## config.mk

```make
export PLATFORM = sky130hd
export DESIGN_NAME = eig2_sqrt_pipe
export DESIGN_NICKNAME = d
export VERILOG_FILES = /design/src/eig2_pkg.sv /design/src/eig2_sqrt_pipe.sv
export SDC_FILE = /design/constraint.sdc
export NUM_CORES = 2
export LEC_CHECK = 0
export BUFFER_PORTS_ARGS = -buffer_cell sky130_fd_sc_hd__buf_2
export CELL_PAD_IN_SITES_DETAIL_PLACEMENT = 0
export CELL_PAD_IN_SITES_GLOBAL_PLACEMENT = 2
export CORE_MARGIN = 5
export CORE_UTILIZATION = 35
export DETAILED_ROUTE_END_ITERATION = 8
export PLACE_DENSITY = 0.71
export SETUP_SLACK_MARGIN = 0.15
export SLEW_MARGIN = 25
export SYNTH_ARGS = -nofsm -noshare
export SYNTH_HDL_FRONTEND = slang
export SYNTH_SLANG_ARGS = --single-unit
```

## constraint.sdc

```tcl
create_clock -name clock -period 28.1 [get_ports clock]
set_input_delay 2.81 -clock clock [delete_from_list [all_inputs] [get_ports clock]]
set_output_delay 2.81 -clock clock [all_outputs]
set_load 0.01 [all_outputs]
```

## src/eig2_pkg.sv

```systemverilog
// Package with shared constants and types for the 2x2 eigenvalue unit.
package eig2_pkg;

   localparam int FRAC_BITS = 16;
   localparam int IN_W = 32;
   localparam int OUT_W = 40;
   // Discriminant quarter: up to 2^63, kept as 64-bit signed.
   localparam int Q_W = 64;
   localparam int S_W = 32;
   // Radicand of the second square root: root (<= 2^33) shifted by FRAC_BITS.
   localparam int R_W = 64;
   localparam int RS_W = 32;

   // Square-root pipeline stages and result bits resolved in each stage.
   localparam int SQRT_STAGES = 8;
   localparam int SQRT_BITS = 32 / SQRT_STAGES;
   // Front (2), first root, root forming (1), second root, select (1), output (1).
   localparam int PIPE_DEPTH = 2 * SQRT_STAGES + 5;

   typedef logic signed [IN_W-1:0] entry_type;
   typedef logic signed [OUT_W-1:0] value_type;

   // One step of a restoring square root: one result bit per call.
   typedef struct packed {
      logic [63:0] rem;
      logic [31:0] root;
   } sqrt_state_type;

   function automatic sqrt_state_type sqrt_step(sqrt_state_type st, logic [63:0] x, int k);
      logic [65:0] trial;
      sqrt_state_type res;
      logic [65:0] rem2;
      rem2 = {st.rem, x[2*k+1 -: 2]};
      trial = {32'b0, st.root, 2'b01};
      res = st;
      if (rem2 >= trial) begin
         res.rem = 64'(rem2 - trial);
         res.root = {st.root[30:0], 1'b1};
      end else begin
         res.rem = rem2[63:0];
         res.root = {st.root[30:0], 1'b0};
      end
      return res;
   endfunction

endpackage

```

## src/eig2_sqrt_pipe.sv

```systemverilog
// Pipelined 64-bit integer square root, four result bits per stage.
module eig2_sqrt_pipe (
   input  logic        clock,
   input  logic        advance,
   input  logic [63:0] radicand,
   output logic [31:0] root
);
   import eig2_pkg::*;

   sqrt_state_type st_ff [SQRT_STAGES];
   logic [63:0] x_ff [SQRT_STAGES];
   sqrt_state_type st_in [SQRT_STAGES];

   always_comb begin
      sqrt_state_type cur;
      for (int s = 0; s < SQRT_STAGES; s++) begin
         if (s == 0) begin
            cur = '0;
         end else begin
            cur = st_ff[s-1];
         end
         for (int b = 0; b < SQRT_BITS; b++) begin
            cur = sqrt_step(cur, (s == 0) ? radicand : x_ff[s-1], 31 - s*SQRT_BITS - b);
         end
         st_in[s] = cur;
      end
   end

   always_ff @(posedge clock) begin
      if (advance) begin
         for (int s = 0; s < SQRT_STAGES; s++) begin
            st_ff[s] <= st_in[s];
            x_ff[s] <= (s == 0) ? radicand : x_ff[s-1];
         end
      end
   end

   assign root = st_ff[SQRT_STAGES-1].root;
endmodule

```

==> flow_summary.json <==
{
  "worst_pin_slew_ns": 1.075,
  "nets": 12940,
  "finalSetupTns_ns": 0,
  "rsz0062_at_grt": "false",
  "yosysWarningCount": 0,
  "setup_viol": 0,
  "multi_input_area_um2": 70500,
  "leakagePower_nw": 37.76,
  "syn_area_um2": 98820,
  "clock_tree.root_cell": "clkbuf_16",
  "hpwlAfterDp_mm": 338.0,
  "viasPerCell": 6.054,
  "max_freq_mhz": 56.51,
  "gp_congestion": 0.9341,
  "cellPowerDensity_nw_per_um2": 119.5,
  "cts_tree": "yes",
  "worstSkewPairLatency_ns": 0.87,
  "initial_core_util": 0.3510,
  "grt_pass1_wl_mm": 609.5,
  "drv_slew": 0,
  "routedWlPerCell_um": 25.56,
  "cp_max_fo": 55,
  "cts_made_buffers": 106,
  "crit_start": "st_ff[1][19]",
  "synth_top_area_share": 0.2480,
  "fillCellCount": 29410,
  "clock_path_buffers": 4,
  "synth-seq-cells": 816,
  "critPathMaxStageDelay_ns": 0.76,
  "rr_startpoint": "st_ff[1][19]",
  "numClockSinks": 816,
  "yosysTopAreaCell": "edfxtp_1",
  "drtIter0Drc": 8129,
  "critPathSlowestCell": "nor4b_1",
  "endpoint_kind": "flop",
  "grt_usage": 0.2686,
  "drive_above_1_share": 0.05979,
  "grt_pass1_vias": 93850,
  "critPathKind": "reg -> reg",
  "synth_flop_cell": "edfxtp_1",
  "grt_max_degree": 83,
  "clock_skew_ns": 0.09217,
  "netlist-cell-type-count": 134,
  "cap_violations": 0,
  "hp-start": "x_ff[2][24]",
  "fin_crit_sh": 0.6298,
  "synthArstFlopShare": 0,
  "coreArea_um2": 281600,
  "rows": 195,
  "cts_resized": 0,
  "synthTopCellsByArea": "edfxtp_1 (25%), xnor2_1 (7.6%), ha_1 (7.1%)",
  "layout_min_cycle_time_ns": 17.70,
  "vdd_drop_max_mv": 0.1353,
  "io_buffers": 97,
  "globalRoute.totalOverflow": 0,
  "die_h_um": 541.4,
  "hold_ws_ns": 0.4103,
  "ioPinCount": 98,
  "ff_latch_area_um2": 24500,
  "die_w_um": 541.4,
  "postCtsHoldBufs": 0,
  "worstPathRequired_ns": 28.64,
  "timing.slew.headroom": 0.2755,
  "arrival_ns": 18.24,
  "htree_levels": 3,
  "area.growth.synth_to_final_pct": 7.409,
  "status": "completed",
  "synth_commonest_cells": "nor2_1 (1,174), nand2_1 (1,080), a21oi_1 (977)",
  "startpoint_type": "flop",
  "antenna_found_initial": 19,
  "postCtsSetupBuffers": 0,
  "vias": 97710,
  "yosysMostFrequentCell": "nor2_1",
  "hold_class": "reg -> reg",
  "ant_nets": 0,
  "drc": 0,
  "die_area_um2": 293100,
  "synth_edf_count": 816,
  "finalHoldViolCount": 0,
  "avgSynthCellArea_um2": 7.886,
  "drt-pass1-iter-count": 6,
  "netlist_instances": 12530,
  "clk_pin_slew_ns": 0.07,
  "yosysSeqAreaShare": 0.2480,
  "wl_mm": 412.5
}
kinds of logic after synthesis:
group                      synth area share
and+or+nand+nor                      0.2870
DFF                                  0.2480
xor gates and xnor gates             0.1250
AOI/OAI and AO/OA                    0.2189
buffers and inverters               0.03992
other                            0.00003795
muxes                               0.01000
adders and majority gates           0.07116
report_power, final:
group          internal, mW  total (mW)  switching (mW)
Sequential             1.75        2.04           0.289
Combinational          3.30        9.22            5.91
Clock                 0.821        1.42           0.604
Total                  5.88        12.7            6.81
through the flow:
step	util	cell area, um^2	setup WS (ns)	instances	total power, mW
2_1_floorplan	-	98830	13.92	12540	8.437
3_3_place_gp	0.3639	102500	10.48	15940	11.16
3_5_place_dp	0.3641	102500	10.68	15940	11.16
4_1_cts	0.3768	106100	10.67	16140	12.66
5_1_grt	0.3769	106100	9.079	16140	13.65
6_report	0.3770	106100	10.40	16140	12.68
final timing paths:
path	cells after the start	slack (ns)	end
worst max-delay path	60	10.40	st_ff[1][179]
worst min register to register	0	0.41	x_ff[3][24]
worst min-delay path	0	0.41	x_ff[3][24]
worst max register to register	60	10.40	st_ff[1][179]
routing by layer:
metal,part of all wire,GRT usage,vias up
met5,0,0,-
met4,0.044,0.1026,0
met3,0.042,0.01992,653
met2,0.49,0.4753,2866
met1,0.43,0.3403,47470
li1,-,-,46730
placed cells by master, fill, tap and decap left out, types with 54 or more instances in the layout:
cell and count:
nor2_1 1174, nand2_1 1076, a21oi_1 976, xnor2_1 856, edfxtp_1 816, o21ai_0 613
ha_1 562, xor2_1 551, nor3_1 519, nand3_1 467, inv_1 399, nand4_1 331
nor4_1 307, a21o_1 307, or3_1 224, and3_1 162, or4_1 156, nand2b_1 146
a31oi_1 141, a211oi_1 133, and2_1 133, nor2b_1 120, o211ai_1 119, o21a_1 115
or2_2 109, o31ai_1 106, clkbuf_16 106, o21bai_1 105, buf_4 102, buf_2 96
nand3b_1 66, nor3b_1 63, nand4b_1 54
registers in the layout, summed over array words and instances (netlist names):
register / flops
x_ff: 224
st_ff: 592
cell type report:
type	instances	share of cell area
diodes	4	0.00009431
multi-input cells	10770	0.6642
clock inverters	81	0.008499
inverters	415	0.01468
flip-flops and latches	816	0.2309
clock buffers	112	0.02520
repair buffers	203	0.01231
well taps	3743	0.04412
worst max-delay path: cells and delay by family, from the launching register on:
| kind | cells | cell delay, ns |
|---|---|---|
| flip-flops | 1 | 0.48 |
| adder cells (fa/ha/maj) | 4 | 1.78 |
| AND/OR/NAND/NOR | 21 | 6.50 |
| buffers and inverters | 10 | 3.07 |
| AO/OA/AOI/OAI | 23 | 5.03 |
| XOR/XNOR | 2 | 0.36 |
Note: power is estimated with default switching activity, not from simulation.
